$ cat src/hdl/pia_pkg.sv
// shared types, register codes and helper functions of the parallel interface adapter
`default_nettype none

package pia_pkg;

    // opcodes of an input word
    localparam logic [1:0] OP_WRITE = 2'd0;
    localparam logic [1:0] OP_READ  = 2'd1;
    localparam logic [1:0] OP_CA1   = 2'd2;
    localparam logic [1:0] OP_CB1   = 2'd3;

    // register addresses
    localparam logic [1:0] SEL_PORT_A = 2'd0;
    localparam logic [1:0] SEL_CTRL_A = 2'd1;
    localparam logic [1:0] SEL_PORT_B = 2'd2;
    localparam logic [1:0] SEL_CTRL_B = 2'd3;

    // control register bit positions
    localparam int CR_IRQ1  = 7;
    localparam int CR_IRQ2  = 6;
    localparam int CR_C2OUT = 5;
    localparam int CR_C2MAN = 4;
    localparam int CR_C2LVL = 3;
    localparam int CR_DATA  = 2;
    localparam int CR_EDGE  = 1;
    localparam int CR_EN    = 0;

    // cx2 drive codes
    localparam logic [1:0] DRV_INPUT = 2'd0;
    localparam logic [1:0] DRV_LOW   = 2'd1;
    localparam logic [1:0] DRV_HIGH  = 2'd2;

    localparam logic [7:0] BYTE_ALL_ONES = 8'hff;

    typedef struct packed {
        logic [1:0] opcode;
        logic [1:0] reg_sel;
        logic [7:0] write_data;
        logic       line_level;
        logic [7:0] pins_a;
        logic [7:0] pins_b;
    } item_t;

    typedef struct packed {
        logic [7:0] read_data;
        logic       irq_out;
        logic [7:0] port_a_latch;
        logic [7:0] port_a_dir;
        logic [7:0] port_b_latch;
        logic [7:0] port_b_dir;
        logic [1:0] ca2_drive;
        logic [1:0] cb2_drive;
    } result_t;

    // cx2 drive after a control write
    function automatic logic [1:0] c2_drive(input logic [7:0] ctrl, input logic [1:0] current);
        logic [1:0] drv;
        begin
            if (!ctrl[CR_C2OUT])
            begin
                drv = DRV_INPUT;
            end
            else if (ctrl[CR_C2MAN])
            begin
                drv = ctrl[CR_C2LVL] ? DRV_HIGH : DRV_LOW;
            end
            else
            begin
                drv = current;
            end
            return drv;
        end
    endfunction

    // true when a cx1 level change is an enabled active edge
    function automatic logic c1_hit(input logic [7:0] ctrl, input logic prev, input logic level);
        logic hit;
        begin
            hit = 1'b0;
            if (prev && !level)
            begin
                hit = ctrl[CR_EN] && !ctrl[CR_EDGE];
            end
            else if (!prev && level)
            begin
                hit = ctrl[CR_EN] && ctrl[CR_EDGE];
            end
            return hit;
        end
    endfunction

    // output latch where direction is 1, pins where it is 0
    function automatic logic [7:0] port_mix(input logic [7:0] latch, input logic [7:0] dir,
                                            input logic [7:0] pins);
        return (dir & latch) | (~dir & pins);
    endfunction

endpackage

`default_nettype wire

$ cat src/hdl/pia_core.sv
// adapter state registers and the single-pass update for one word
`default_nettype none

module pia_core (
    input  wire logic             clk,
    input  wire logic             rst_n,
    input  wire logic             fire,
    input  wire pia_pkg::item_t   item,
    output pia_pkg::result_t      result
);
    import pia_pkg::*;

    logic [7:0] out_a_reg, out_a_next;
    logic [7:0] dir_a_reg, dir_a_next;
    logic [7:0] ctrl_a_reg, ctrl_a_next;
    logic [7:0] out_b_reg, out_b_next;
    logic [7:0] dir_b_reg, dir_b_next;
    logic [7:0] ctrl_b_reg, ctrl_b_next;
    logic       prev_ca1_reg, prev_ca1_next;
    logic       prev_cb1_reg, prev_cb1_next;
    logic [1:0] ca2_reg, ca2_next;
    logic [1:0] cb2_reg, cb2_next;
    logic [7:0] rd;

    always_comb
    begin
        out_a_next    = out_a_reg;
        dir_a_next    = dir_a_reg;
        ctrl_a_next   = ctrl_a_reg;
        out_b_next    = out_b_reg;
        dir_b_next    = dir_b_reg;
        ctrl_b_next   = ctrl_b_reg;
        prev_ca1_next = prev_ca1_reg;
        prev_cb1_next = prev_cb1_reg;
        ca2_next      = ca2_reg;
        cb2_next      = cb2_reg;
        rd            = BYTE_ALL_ONES;

        case (item.opcode)
            OP_WRITE:
            begin
                case (item.reg_sel)
                    SEL_PORT_A:
                    begin
                        if (ctrl_a_reg[CR_DATA])
                        begin
                            out_a_next = item.write_data;
                        end
                        else
                        begin
                            dir_a_next = item.write_data;
                        end
                    end
                    SEL_CTRL_A:
                    begin
                        ca2_next    = c2_drive(item.write_data, ca2_reg);
                        ctrl_a_next = {ctrl_a_reg[7:6], item.write_data[5:0]};
                    end
                    SEL_PORT_B:
                    begin
                        if (ctrl_b_reg[CR_DATA])
                        begin
                            out_b_next = item.write_data;
                        end
                        else
                        begin
                            dir_b_next = item.write_data;
                        end
                    end
                    default:
                    begin
                        cb2_next    = c2_drive(item.write_data, cb2_reg);
                        ctrl_b_next = {ctrl_b_reg[7:6], item.write_data[5:0]};
                    end
                endcase
            end
            OP_READ:
            begin
                case (item.reg_sel)
                    SEL_PORT_A:
                    begin
                        if (ctrl_a_reg[CR_DATA])
                        begin
                            rd                   = port_mix(out_a_reg, dir_a_reg, item.pins_a);
                            ctrl_a_next[CR_IRQ1] = 1'b0;
                        end
                        else
                        begin
                            rd = dir_a_reg;
                        end
                    end
                    SEL_CTRL_A:
                    begin
                        rd = ctrl_a_reg;
                    end
                    SEL_PORT_B:
                    begin
                        if (ctrl_b_reg[CR_DATA])
                        begin
                            rd                   = port_mix(out_b_reg, dir_b_reg, item.pins_b);
                            ctrl_b_next[CR_IRQ1] = 1'b0;
                        end
                        else
                        begin
                            rd = dir_b_reg;
                        end
                    end
                    default:
                    begin
                        rd = ctrl_b_reg;
                    end
                endcase
            end
            OP_CA1:
            begin
                if (c1_hit(ctrl_a_reg, prev_ca1_reg, item.line_level))
                begin
                    ctrl_a_next[CR_IRQ1] = 1'b1;
                end
                prev_ca1_next = item.line_level;
            end
            default:
            begin
                if (c1_hit(ctrl_b_reg, prev_cb1_reg, item.line_level))
                begin
                    ctrl_b_next[CR_IRQ1] = 1'b1;
                end
                prev_cb1_next = item.line_level;
            end
        endcase

        result.read_data    = rd;
        result.irq_out      = ctrl_a_next[CR_IRQ1] | ctrl_a_next[CR_IRQ2]
                            | ctrl_b_next[CR_IRQ1] | ctrl_b_next[CR_IRQ2];
        result.port_a_latch = out_a_next;
        result.port_a_dir   = dir_a_next;
        result.port_b_latch = out_b_next;
        result.port_b_dir   = dir_b_next;
        result.ca2_drive    = ca2_next;
        result.cb2_drive    = cb2_next;
    end

    always_ff @(posedge clk or negedge rst_n)
    begin
        if (!rst_n)
        begin
            out_a_reg    <= '0;
            dir_a_reg    <= BYTE_ALL_ONES;
            ctrl_a_reg   <= '0;
            out_b_reg    <= '0;
            dir_b_reg    <= BYTE_ALL_ONES;
            ctrl_b_reg   <= '0;
            prev_ca1_reg <= 1'b1;
            prev_cb1_reg <= 1'b1;
            ca2_reg      <= DRV_INPUT;
            cb2_reg      <= DRV_INPUT;
        end
        else if (fire)
        begin
            out_a_reg    <= out_a_next;
            dir_a_reg    <= dir_a_next;
            ctrl_a_reg   <= ctrl_a_next;
            out_b_reg    <= out_b_next;
            dir_b_reg    <= dir_b_next;
            ctrl_b_reg   <= ctrl_b_next;
            prev_ca1_reg <= prev_ca1_next;
            prev_cb1_reg <= prev_cb1_next;
            ca2_reg      <= ca2_next;
            cb2_reg      <= cb2_next;
        end
    end

    // irq2 flags have no source
    a_no_irq2: assert property (@(posedge clk) disable iff (!rst_n)
        !ctrl_a_reg[CR_IRQ2] && !ctrl_b_reg[CR_IRQ2])
        else $error("irq2 flag set");

    // drive codes stay in range
    a_drive_code: assert property (@(posedge clk) disable iff (!rst_n)
        ca2_reg != 2'd3 && cb2_reg != 2'd3)
        else $error("cx2 drive code out of range");

    // a port a data read clears irq1 of control a
    a_read_clears_a: assert property (@(posedge clk) disable iff (!rst_n)
        fire && item.opcode == OP_READ && item.reg_sel == SEL_PORT_A && ctrl_a_reg[CR_DATA]
        |=> !ctrl_a_reg[CR_IRQ1])
        else $error("port a read left irq1 set");

    // a port b data read clears irq1 of control b
    a_read_clears_b: assert property (@(posedge clk) disable iff (!rst_n)
        fire && item.opcode == OP_READ && item.reg_sel == SEL_PORT_B && ctrl_b_reg[CR_DATA]
        |=> !ctrl_b_reg[CR_IRQ1])
        else $error("port b read left irq1 set");

endmodule

`default_nettype wire

$ cat src/hdl/parallel_interface_adapter.sv
// top level of the two-port parallel interface adapter
`default_nettype none

// Two-port parallel interface adapter, 6821/6520 style. Each input word is a
// bus write, a bus read, or a new CA1/CB1 level; each one yields exactly one
// result word with the read byte (0xff when not a read), the irq line and the
// port, direction and CA2/CB2 drive state after that word. A word is taken
// into an input register, goes through the state update in one pass and lands
// in a result register, from which the result is offered; one word is
// accepted every cycle as long as results are taken. The input register
// advances whenever the result register is empty or being emptied, so a
// waiting result still lets one new word be accepted.
module parallel_interface_adapter (
    input  wire logic              clk,
    input  wire logic              rst_n,
    input  wire logic              item_valid,
    output logic                   item_ready,
    input  wire pia_pkg::item_t    item,
    output logic                   result_valid,
    input  wire logic              result_ready,
    output pia_pkg::result_t       result
);
    import pia_pkg::*;

    // input stage
    logic    in_valid_reg;
    item_t   in_word_reg;

    // result stage
    logic    out_valid_reg;
    result_t out_word_reg;

    // result of the single-pass update
    result_t core_result;

    // the held word moves on when the result register is free or being taken
    logic advance;

    assign advance    = in_valid_reg && (!out_valid_reg || result_ready);
    assign item_ready = !in_valid_reg || advance;

    pia_core u_core (
        .clk    (clk),
        .rst_n  (rst_n),
        .fire   (advance),
        .item   (in_word_reg),
        .result (core_result)
    );

    // input register: control cleared by reset, payload loaded on accept
    always_ff @(posedge clk or negedge rst_n)
    begin
        if (!rst_n)
        begin
            in_valid_reg <= 1'b0;
        end
        else if (item_ready)
        begin
            in_valid_reg <= item_valid;
        end
    end

    always_ff @(posedge clk)
    begin
        if (item_valid && item_ready)
        begin
            in_word_reg <= item;
        end
    end

    // result register
    always_ff @(posedge clk or negedge rst_n)
    begin
        if (!rst_n)
        begin
            out_valid_reg <= 1'b0;
        end
        else if (advance)
        begin
            out_valid_reg <= 1'b1;
        end
        else if (result_ready)
        begin
            out_valid_reg <= 1'b0;
        end
    end

    always_ff @(posedge clk)
    begin
        if (advance)
        begin
            out_word_reg <= core_result;
        end
    end

    assign result_valid = out_valid_reg;
    assign result       = out_word_reg;

    // a new result only appears when a held word moved on
    a_result_source: assert property (@(posedge clk) disable iff (!rst_n)
        $rose(out_valid_reg) |-> $past(advance))
        else $error("result word without a source word");

    // a held word that cannot advance keeps the input side closed
    a_no_overrun: assert property (@(posedge clk) disable iff (!rst_n)
        in_valid_reg && out_valid_reg && !result_ready |-> !item_ready)
        else $error("input accepted while both stages are blocked");

    // a word leaving the input stage always lands in the result register
    a_advance_lands: assert property (@(posedge clk) disable iff (!rst_n)
        advance |=> out_valid_reg)
        else $error("advanced word lost");

endmodule

`default_nettype wire

$ cat config.mk
export PLATFORM = sky130hd
export DESIGN_NAME = parallel_interface_adapter
export DESIGN_NICKNAME = d
export VERILOG_FILES = /design/src/hdl/pia_pkg.sv /design/src/hdl/pia_core.sv /design/src/hdl/parallel_interface_adapter.sv
export SDC_FILE = /design/constraint.sdc
export NUM_CORES = 1
export LEC_CHECK = 0
export ABC_CLOCK_PERIOD_IN_PS = 3650
export BUFFER_PORTS_ARGS = -buffer_cell sky130_fd_sc_hd__buf_4
export CAP_MARGIN = 20
export CELL_PAD_IN_SITES_DETAIL_PLACEMENT = 0
export CELL_PAD_IN_SITES_GLOBAL_PLACEMENT = 2
export CORE_UTILIZATION = 41
export CTS_BUF_LIST = sky130_fd_sc_hd__clkbuf_8
export DETAILED_ROUTE_END_ITERATION = 12
export PLACE_DENSITY = 0.79
export SETUP_SLACK_MARGIN = 0.4
export SLEW_MARGIN = 25
export SYNTH_ARGS = -nofsm -noshare
export SYNTH_HDL_FRONTEND = slang
export SYNTH_HIERARCHICAL = 1
export SYNTH_SLANG_ARGS = --single-unit
$ cat constraint.sdc
create_clock -name clk -period 3.65 [get_ports clk]
set_input_delay 0 -clock clk [delete_from_list [all_inputs] [get_ports clk]]
set_output_delay 0 -clock clk [all_outputs]
set_load 0.05 [all_outputs]
**Yosys cells after proc, flatten, opt, wreduce, memory -nomap -nowiden**

Index checks and enable logic that the tools add are counted.

- Input bits: 33
- Output and inout port bits: 47
- Word-level logic and storage cells: 113
- Register bits after elaboration: 130

- Mux-type cells: 40
- Eq/ne operators: 4
- Bitwise operators: 13
- Reduce and logical (&&, ||, !) cells: 28

Operators with widths:

| kind | number |
|---|---|
| $mux 8 | 14 |
| $and 8x8->8 | 4 |
| $pmux 8 s3 | 1 |
| $mux 2 | 9 |
| $not 8->8 | 2 |
| $or 8x8->8 | 2 |
| $mux 1 | 14 |
| $logic_and 1x1->1 | 10 |
| $logic_not 1->1 | 7 |
| $pmux 1 s3 | 2 |
| $reduce_and 3->1 | 2 |
| $reduce_or 3->1 | 2 |
| $eq 2x1->1 const B | 2 |
| $eq 2x2->1 const B | 2 |
| $logic_not 2->1 | 2 |
| $reduce_and 2->1 | 2 |
| $or 1x1->1 | 3 |
| $logic_or 1x1->1 | 2 |
| $not 1->1 | 2 |
| $reduce_bool 2->1 | 1 |

**Logic depth before layout (Yosys ltp)**

Gate-level depths: netlist of the first run.

- Depth after elaboration: 10
- Mapped depth: 7

**Hierarchy**

The synthesis of the first run kept the hierarchy.

Modules (own cells, without submodules):

| module | instances | cells an instance | area each (µm²) |
|---|---|---|---|
| pia_core | 1 | 303 | 3,209.3 |
| parallel_interface_adapter | 1 | 82 | 2,326.0 |

**Least setup slack after synthesis of the first run**

No wires, ideal clock.

- Kind: register -> register
- Start: register out_valid_reg (netlist: result_valid)
- End: register u_core.dir_a_reg[0]
- Setup time: 0.082 ns
- Required time: 3.568 ns
- Clock period less this slack: 3.237 ns
- Stages on the path, launching flop included: 8
- Arrival: 3.155 ns
- Slack: 0.413 ns
- Path buffers: 2
- Path through: dfrtp_1 > nand2b_1 > and2_1 > clkbuf_1 > nand2_1 > or3_1 > buf_4 > mux2_4

- Cells in the longest elaborated chain, start to end: 3

RTL lines:

| what | RTL line | RTL |
|---|---|---|
| start, declared | parallel_interface_adapter.sv:30 | `logic out_valid_reg;` |
| start signal, assigned | parallel_interface_adapter.sv:76 | `out_valid_reg <= 1'b0;` |
| start signal, assigned | parallel_interface_adapter.sv:80 | `out_valid_reg <= 1'b1;` |
| start signal, assigned | parallel_interface_adapter.sv:84 | `out_valid_reg <= 1'b0;` |
| $logic_not 1->1 | parallel_interface_adapter.sv:39 | `assign advance = in_valid_reg && (!out_valid_reg \|\| result_ready);` |
| $logic_or 1x1->1 | parallel_interface_adapter.sv:39 |  |
| $logic_and 1x1->1 | parallel_interface_adapter.sv:39 |  |
| via advance | parallel_interface_adapter.sv:37 | `logic advance;` |
| end signal, assigned | pia_core.sv:161 | `dir_a_reg <= dir_a_next;` |
| end, declared | pia_core.sv:14 | `logic [7:0] dir_a_reg, dir_a_next;` |

The timed path passes the listed nets, and every way through them passes these cells.
A chain may end at the register's enable or synchronous reset.

**Worst setup path after layout of the first run**

- Start: register out_valid_reg (netlist: result_valid)
- End: register u_core.cb2_reg[1]

- Cells in the longest elaborated chain, start to end: 3

RTL lines:

| what | RTL line | RTL |
|---|---|---|
| $logic_not 1->1 | parallel_interface_adapter.sv:39 |  |
| $logic_or 1x1->1 | parallel_interface_adapter.sv:39 |  |
| $logic_and 1x1->1 | parallel_interface_adapter.sv:39 |  |
| via advance | parallel_interface_adapter.sv:37 |  |
| end signal, assigned | pia_core.sv:169 | `cb2_reg <= cb2_next;` |
| end, declared | pia_core.sv:22 | `logic [1:0] cb2_reg, cb2_next;` |

The timed path passes the listed nets, and every way through them passes these cells.

==> results of run 1 <==
-- worst paths after layout --
kind / cells after the start / startpoint / slack [ps] / to
worst max-delay path: 6 / result_valid / 1260 / u_core/cb2_reg[1]
worst min-delay path: 2 / rst_n / 150 / u_core/out_a_reg[3]
worst max register to register: 6 / result_valid / 1260 / u_core/cb2_reg[1]
worst min register to register: 1 / u_core/out_a_reg[7] / 510 / u_core/out_a_reg[7]
max in group asynchronous: 2 / rst_n / 3010 / u_core/ctrl_b_reg[1]
min in group clk: 2 / item[16] / 260 / in_word_reg[16]
-- cell usage after synthesis --
master     number  area share, %
a2111oi_0       1           0.16
a211o_1         1           0.16
a211oi_1        1           0.14
a21oi_1        22            2.0
a22o_1          9            1.4
a22oi_1         3           0.41
a311oi_1        7            1.1
a31oi_1         5           0.57
and2_1          2           0.23
and2_4          1           0.16
and3_1          2           0.23
buf_1           4           0.27
buf_2           7           0.63
buf_4           1           0.14
clkbuf_1       11           0.75
dfrtp_1        36             16
dfstp_2        18            8.5
edfxtp_1       74             40
ha_1            5            1.1
inv_1          16            1.1
mux2_2         66             13
mux2_4          8            2.2
nand2_1        19            1.3
nand2b_1       10            1.1
nand3_1         6           0.54
nand3_2         1           0.18
nand3b_1        6           0.81
nand3b_4        1           0.36
nor2_1          4           0.27
nor2_2          2           0.23
nor2b_1         3           0.34
nor3_2          1           0.18
o21ai_0        20            1.8
o221ai_1        1           0.16
o22ai_1         1           0.11
o32a_1          3           0.54
o32ai_1         1           0.16
or2_0           1           0.11
or2_1           2           0.23
or3_1           1           0.11
or3b_1          1           0.16
or3b_2          1           0.16
-- power by group --
part / switching (mW) / total [mW] / internal (mW)
combinational: 0.469 / 0.848 / 0.379
sequential: 0.204 / 2.05 / 1.84
clock: 0.545 / 1.29 / 0.748
total: 1.22 / 4.19 / 2.97
-- critical path, cell delays in order, from the launching register on --
cell,delay (ps)
dfrtp_1,430
nand2b_1,110
and2_2,180
buf_4,580
nand3_1,550
o21ai_0,310
a22o_1,160
-- per-layer routing --
metal,GRT usage (%),up-vias
li1,-,1658
met1,27.9,1768
met2,32.0,99
met3,5.41,12
met4,6.25,0
met5,0,-
-- cell type report --
class / instances / area [sq um] / area share (%)
Sequential cell: 128 / 3600 / 51.2
Multi-Input combinational cell: 218 / 1780 / 25.4
Timing Repair Buffer: 114 / 938 / 13.4
Clock buffer: 18 / 248 / 3.53
Tap cell: 176 / 220 / 3.14
Clock inverter: 14 / 174 / 2.48
Inverter: 16 / 60.1 / 0.856
-- through the flow --
stage | total power [mW] | area (sq um) | setup slack [ps] | std cells | hold WS [ps]
floorplan | 2.62 | 5540 | 413 | 385 | -296
global placement | 2.88 | 6270 | 1240 | 619 | 109
detailed placement | 2.89 | 6270 | 1240 | 619 | 113
CTS | 4.23 | 7020 | 1210 | 684 | 172
global route | 4.38 | 7020 | 989 | 684 | 202
finish | 4.19 | 7020 | 1260 | 684 | 155
-- kinds of logic (layout without fill, tap and decap cells) --
kind of cell / count (synthesis) / count (layout) / synth area share, %
compound gates: 75 / 75 / 8.73
mux: 74 / 74 / 15.6
fa+ha+maj: 5 / 5 / 1.13
buf+inv: 39 / 162 / 2.87
flops: 128 / 128 / 65.0
simple gates: 64 / 64 / 6.71
-- what timing repair did --
item                                    CTS  global route
hold buffers                             33             0
endpoints found under the hold margin    67             0
endpoints found under the setup margin    0             0
==> summary.md, run 1 <==
| Metric | Value |
|---|---|
| Total of endpoints with negative setup slack in the final report | 0 |
| Level count of the clock H-tree | 4 |
| Startpoint class of the critical path | register |
| Half-perimeter wire length after placement | 8230 microns |
| CTS tree | done |
| Ant diodes | 0 |
| Post-Synthesis Net Count | 423 |
| Yosys reg bits | 128 |
| Filler cell count in the final layout | 1120 |
| Time the final worst path needs with I/O delays and setup | 2390 ps |
| Initial core utilization | 42.0% |
| Total wire length | 13100 microns |
| DRC violation total after the first TritonRoute iteration | 313 |
| Result of the run | complete, no violations |
| Cells after synthesis | 385 |
| Share of post-route cells with drive strength above 1 | 41.3% |
| Number of gates resized after cts | 0 |
| Initial antenna violation count | 0 |
| Final worst clock skew | 14.0 ps |
| Post-synthesis sequential area ratio | 65.0% |
| Cell area after synthesis | 5540 sq um |
| Gr usage total | 20.5% |
| Flip-flop count of the largest register after layout | 45 |
| Max FO, Critical Path | 53 |
| Buffer cell driving the clock tree root | clkbuf_8 |
| Critical path data arrival time | 2770 ps |
| First-pass iteration count of the detailed router | 4 |
| Die Y-Extent | 118 microns |
| Number of I/O pins | 80 |
| Routed WL per cell | 19.2 microns |
| Leak Pwr | 2.79 nW |
| Routed metal-1 wire length | 5870 microns |
| DRC errors left | 0 |
| Post-CTS clock slew at the launch and capture registers of the worst setup and hold paths | 70 ps |
| Uppermost routed layer | met4 |
| Inserted Clock Buffers | 17 |
| Leading cell type in the layout, fill and taps excluded | buf_4 |
| Maximum capacitance violations | 0 |
| Routability congestion estimate | 0.794 |
| Core Util, Final | 53.2% |
| RSZ-0062 raised after global routing | no |
| Transition at the pin with the smallest max-transition slack | 814 ps |
| Clock network latency to the later pin of the worst-skew pair | 450 ps |
| Met3 WL post-DR | 715 microns |
| Area Overhead vs Synth | 26.8% |
| Worst Setup Path Type | reg2reg |
| Net count of the finished layout | 533 |
| Residual overflow from global routing | 0 |
| Core region area | 13200 sq um |
| Sinks on the clock net | 128 |
| Pin count of the biggest net entering global routing | 55 |
| Sum of negative setup slack | 0 ps |
| Final cycle utilization of the critical path | 65.5% |
| Die Area | 14000 sq um |
| Routed vias | 3537 |
| Pins over their slew limit | 0 |
| Via/cell ratio | 5.17 |
| DR WL met2 | 6400 microns |
| Max-slew headroom | 45.4% |
| Most used cells in the layout excluding fill and tap cells | buf_4, edfxtp_1, mux2_2 |
| Number of antenna-violating nets in the routed design | 0 |
| Hold crit path type | in2async |
| Critical path data required time | 4030 ps |
| Peak supply drop | 0.308 mV |
| Postcts setup bufs | 0 |
| Power Density | 597 nW/um^2 |
| Post-Synthesis Mean Instance Area | 14.4 sq um |
| Ys Warns | 6 |
| Number of global-route vias before repair | 3664 |
| Die Span X | 118 microns |
| Endpoint type of the worst setup path | register |
| Port-buffer cells | 79 |
| CTS max path bufs | 2 |
| Count of unique library cells instantiated by Yosys | 42 |
| Peak Freq | 0.418 GHz |
| Number of cell rows | 42 |
| Wire length of the first global-routing pass | 20800 microns |
| Number of endpoints with negative hold slack in the final report | 0 |
(Power assumes the default switching activity.)
==> inputs of run 2 (changes only) <==
Settings changed: ABC_CLOCK_PERIOD_IN_PS 3650 to 2100, CORE_UTILIZATION 41 to 37, PLACE_DENSITY 0.79 to 0.75.
Clock period 3.65 ns to 2.1 ns, I/O delays scaled along.
==> summary.md, run 2 (synthesis results as in run 1) <==
| Metric | Value |
|---|---|
| Initial core utilization | 37.9% |
| Inserted Clock Buffers | 17 |
| Sinks on the clock net | 128 |
| Area of all placed cells without fillers | 7430 sq um |
| Final worst clock skew | 8.85 ps |
| Endpoint type of the worst setup path | register |
| Gr usage total | 17.6% |
| Hold crit path type | in2async |
| First-pass iteration count of the detailed router | 4 |
| Flip-flop count of the largest register after layout | 45 |
| CTS max path bufs | 2 |
| Share of post-route cells with drive strength above 1 | 49.5% |
| Number of cell rows | 44 |
| Number of antenna-violating nets in the routed design | 0 |
| Ant diodes | 0 |
| Number of I/O pins | 80 |
| Number of endpoints with negative hold slack in the final report | 0 |
| Leading cell type in the layout, fill and taps excluded | buf_4 |
| Final cell count without fillers | 719 |
| Routed vias | 3604 |
| Max-slew headroom | 50.2% |
| Sequence of cells on the critical path | or3b_4 > a211o_1 > or2_0 > a22o_1 |
| Time the final worst path needs with I/O delays and setup | 1740 ps |
| Result of the run | complete, no violations |
| Half-perimeter wire length after placement | 8510 microns |
| Initial antenna violation count | 0 |
| Port-buffer cells | 79 |
| Post-CTS clock slew at the launch and capture registers of the worst setup and hold paths | 70 ps |
| Wire length of the first global-routing pass | 20400 microns |
| Leak Pwr | 2.97 nW |
| Residual overflow from global routing | 0 |
| Die Y-Extent | 124 microns |
| Routability congestion estimate | 0.746 |
| Cell type of the slowest stage on the worst timing path | edfxtp_1 |
| Peak supply drop | 0.555 mV |
| Routed WL per cell | 18.1 microns |
| Startpoint class of the critical path | register |
| Critical path data required time | 2420 ps |
| Via/cell ratio | 5.01 |
| Die Area | 15500 sq um |
| Number of global-route vias before repair | 3680 |
| Buffer cell driving the clock tree root | clkbuf_8 |
| Pins over their slew limit | 0 |
| CTS tree | done |
| DRC errors left | 0 |
| Net count of the finished layout | 560 |
| Worst stage delay on the critical path | 500 ps |
| Total of endpoints with negative setup slack in the final report | 0 |
| Maximum capacitance violations | 0 |
| Cell Area, Placed | 6440 sq um |
| Reg2Reg Depth | 4 |
| Max FO, Critical Path | 5 |
| Critical path data arrival time | 2060 ps |
| Core region area | 14600 sq um |
| Total wire length | 13000 microns |
| DRC violation total after the first TritonRoute iteration | 280 |
| RSZ-0062 raised after global routing | yes |
| Pin count of the biggest net entering global routing | 55 |
| Level count of the clock H-tree | 4 |
| Peak Freq | 0.575 GHz |
| Clock network latency to the later pin of the worst-skew pair | 430 ps |
| Final cycle utilization of the critical path | 82.8% |
| Transition at the pin with the smallest max-transition slack | 747 ps |
| Placed cell count | 644 |
| Die Span X | 124 microns |
| Most used cells in the layout excluding fill and tap cells | buf_4, edfxtp_1, mux2_2 |
| Worst Setup Path Type | reg2reg |
| Power Density | 999 nW/um^2 |
| Area Overhead vs Synth | 34.2% |
## run 2: layout make-up
type | instances | area [sq um]
Tap cell | 184 | 230
Multi-Input combinational cell | 218 | 1930
Timing Repair Buffer | 141 | 1180
Clock inverter | 15 | 195
Clock buffer | 17 | 234
Sequential cell | 128 | 3600
Inverter | 16 | 60.1
Fill cell | 1277 | 7160
## run 2: per-stage QoR
step	setup slack, ps	utilization [%]	TNS (ps)	hold WS, ps	power (mW)
2_1_floorplan	-136	-	-2580	-296	4.57
3_3_place_gp	151	44.1	0	105	5.05
3_5_place_dp	146	44.1	0	109	5.07
4_1_cts	337	50.2	0	185	7.44
5_1_grt	334	50.9	0	237	7.78
6_report	362	50.9	0	186	7.42
## run 2: what timing repair did
item / CTS / global route
gates resized for setup: 19 / 24
setup endpoints to repair: 83 / 62
pin swaps: 3 / 7
setup buffers: 9 / 1
hold buffers: 33 / 0
hold endpoints to repair: 67 / 0
## run 2: worst paths after layout
check / endpoint / startpoint / slack [ps]
hold reg to reg: u_core/ctrl_a_reg[4] / u_core/ctrl_a_reg[4] / 510
min in group clk: in_word_reg[0] / item[0] / 280
setup reg to reg: u_core/ctrl_a_reg[7] / in_word_reg[25] / 360
hold / removal: u_core/out_b_reg[3] / rst_n / 190
max in group asynchronous: u_core/ctrl_b_reg[2] / rst_n / 1370
setup / recovery: u_core/ctrl_a_reg[7] / in_word_reg[25] / 360
## run 2: power breakdown
part           leakage, nW  switching [mW]  internal [mW]
clock                0.210           0.974           1.29
sequential            1.34           0.305           3.21
combinational         1.42           0.900          0.754
## run 2: per-layer routing
metal,track usage [%],vias to the layer above,wire length [microns]
met3,4.55,5,464
met5,0,-,0
met2,29.4,82,6500
met4,5.10,0,75
li1,-,1710,-
met1,22.4,1807,5950
## run 2: critical path: cells and delay by family (launching register included)
family          cells  cell delay, ps
simple gates        2             620
compound gates      2             510
flops               1             500
==> inputs of run 3 (changes only) <==
Settings changed: ABC_CLOCK_PERIOD_IN_PS 2100 to 1700, CORE_UTILIZATION 37 to 41, PLACE_DENSITY 0.75 to 0.79.
Clock period 2.1 ns to 1.7 ns, I/O delays scaled along.
==> summary.md, run 3 (synthesis results as in run 1) <==
| Metric | Value |
|---|---|
| DRC errors left | 0 |
| Gr usage total | 20.9% |
| Violated checks | negative setup slack |
| RSZ-0062 raised after global routing | yes |
| Area of all placed cells without fillers | 8190 sq um |
| Max FO, Critical Path | 5 |
| Initial core utilization | 42.0% |
| Worst stage delay on the critical path | 470 ps |
| Ant diodes | 0 |
| Pin count of the biggest net entering global routing | 55 |
| Total of endpoints with negative setup slack in the final report | 11 |
| Routed vias | 3847 |
| Share of post-route cells with drive strength above 1 | 57.4% |
| Flip-flop count of the largest register after layout | 45 |
| Setup crit end | result[38] |
| Max-slew headroom | 51.7% |
| Number of I/O pins | 80 |
| Min Hold Slack | 164 ps |
| Cell Area, Placed | 6680 sq um |
| Reg2reg setup slack | -20 ps |
| Total wire length | 14100 microns |
| Clock network latency to the later pin of the worst-skew pair | 440 ps |
| Residual overflow from global routing | 0 |
| Port-buffer cells | 79 |
| Post-CTS clock slew at the launch and capture registers of the worst setup and hold paths | 80 ps |
| Time the final worst path needs with I/O delays and setup | 1720 ps |
| Cell type of the slowest stage on the worst timing path | edfxtp_1 |
| Number of cell rows | 42 |
| Half-perimeter wire length after placement | 8520 microns |
| Most used cells in the layout excluding fill and tap cells | buf_4, edfxtp_1, mux2_2 |
| Worst reg2reg startpoint | in_word_reg[26] |
| Inserted Clock Buffers | 17 |
| Maximum capacitance violations | 0 |
| Number of antenna-violating nets in the routed design | 0 |
| CTS tree | done |
| Core region area | 13200 sq um |
| Wire length of the first global-routing pass | 21400 microns |
| Routed WL per cell | 18.8 microns |
| Met3 WL post-DR | 612 microns |
| Buffer cell driving the clock tree root | clkbuf_8 |
| Die Span X | 118 microns |
| Result of the run | finished with violations |
| Peak supply drop | 0.543 mV |
| Initial antenna violation count | 0 |
| Terminus of the critical flop-to-flop path | result[38] |
| Via/cell ratio | 5.12 |
| Reg2Reg Depth | 5 |
| Final cycle utilization of the critical path | 101% |
| CTS max path bufs | 2 |
| Number of endpoints with negative hold slack in the final report | 0 |
| First-pass iteration count of the detailed router | 4 |
| Sinks on the clock net | 128 |
| Core Util, Final | 62.1% |
| Number of global-route vias before repair | 3884 |
| Hold crit path type | in2async |
| Routed metal-1 wire length | 6150 microns |
| Net count of the finished layout | 600 |
| Startpoint class of the critical path | register |
| Level count of the clock H-tree | 4 |
| Post-route setup slack | -20.1 ps |
| Critical path data arrival time | 1900 ps |
| Endpoint type of the worst setup path | register |
| DRC violation total after the first TritonRoute iteration | 221 |
| Pins over their slew limit | 0 |
| DR WL met2 | 7100 microns |
| Filler cell count in the final layout | 1032 |
| Critical path data required time | 1880 ps |
| Die Y-Extent | 118 microns |
| Worst Setup Path Type | reg2reg |
| Transition at the pin with the smallest max-transition slack | 724 ps |
| Launching instance or port of the critical path | in_word_reg[26] |
| Final worst clock skew | 12.3 ps |
| Peak Freq | 0.581 GHz |
| Uppermost routed layer | met4 |
| Leak Pwr | 3.37 nW |
| Routability congestion estimate | 0.852 |
| Leading cell type in the layout, fill and taps excluded | buf_4 |
| Total power draw | 9.66 mW |
| Area Overhead vs Synth | 48.0% |
| Die Area | 14000 sq um |
| Power Density | 1180 nW/um^2 |
| Sequence of cells on the critical path | buf_6 > nand2b_1 > a311oi_1 > buf_4 > o32a_1 |
## run 3: changes by cell type in the layout (fill, tap and decap cells not counted), sizes merged
cell	delta
clkbuf	+3
nand3	+1
and2	+3
dlygate4sd3	-1
buf	+35
clkinvlp	-1
## run 3: power by group
| part | leakage (nW) | total [mW] | internal [mW] | switching, mW |
|---|---|---|---|---|
| combinational | 1.81 | 2.50 | 1.23 | 1.27 |
| clock | 0.216 | 2.84 | 1.63 | 1.21 |
| sequential | 1.34 | 4.32 | 3.96 | 0.366 |
| total | 3.37 | 9.66 | 6.82 | 2.84 |
## run 3: metal layers
layer / vias up / GRT usage (%)
met1: 1926 / 27.3
li1: 1797 / -
met4: 0 / 8.65
met3: 15 / 4.25
met5: - / 0
met2: 109 / 33.9
## run 3: critical path, delay by kind of cell, from the launching register on
family,cells,cell delay (ps)
flip-flops,1,470
AO/OA/AOI/OAI,2,400
AND/OR/NAND/NOR,1,280
buffers and inverters,2,320
## run 3: how the worst min path moves through the flow
stage,to,slack [ps],cells after the start
final,u_core/out_b_reg[6],160,2
after CTS,in_valid_reg,170,2
after global routing,u_core/out_b_reg[6],230,2
after floorplan,in_valid_reg,-300,0
after detailed placement,u_core/out_b_reg[6],100,1
after global placement,u_core/out_b_reg[6],100,1
## run 3: through the flow
| step | cells | TNS (ps) | worst slack (ps) |
|---|---|---|---|
| finish | 751 | -102 | -20.1 |
| global route | 751 | -1470 | -87.5 |
| CTS | 737 | 0 | 1.85 |
| detailed placement | 658 | -2560 | -102 |
| global placement | 658 | -1040 | -81.5 |
| floorplan | 385 | -20160 | -536 |
## run 3: cell type report
class | count | area, sq um | share of cell area [%]
inverters | 16 | 60.1 | 0.733
multi-input cells | 222 | 2230 | 27.2
clock buffers | 18 | 248 | 3.02
well taps | 176 | 220 | 2.69
flip-flops and latches | 128 | 3600 | 43.9
clock inverters | 14 | 189 | 2.31
repair buffers | 177 | 1650 | 20.2
## run 3: what timing repair did
action                                  in CTS  in global routing
gates resized for setup                     75                 55
endpoints found under the setup margin     146                140
endpoints found under the hold margin       67                  0
gates cloned                                 5                  2
pin swaps                                   28                 18
setup buffers                               10                 12
hold buffers                                32                  0
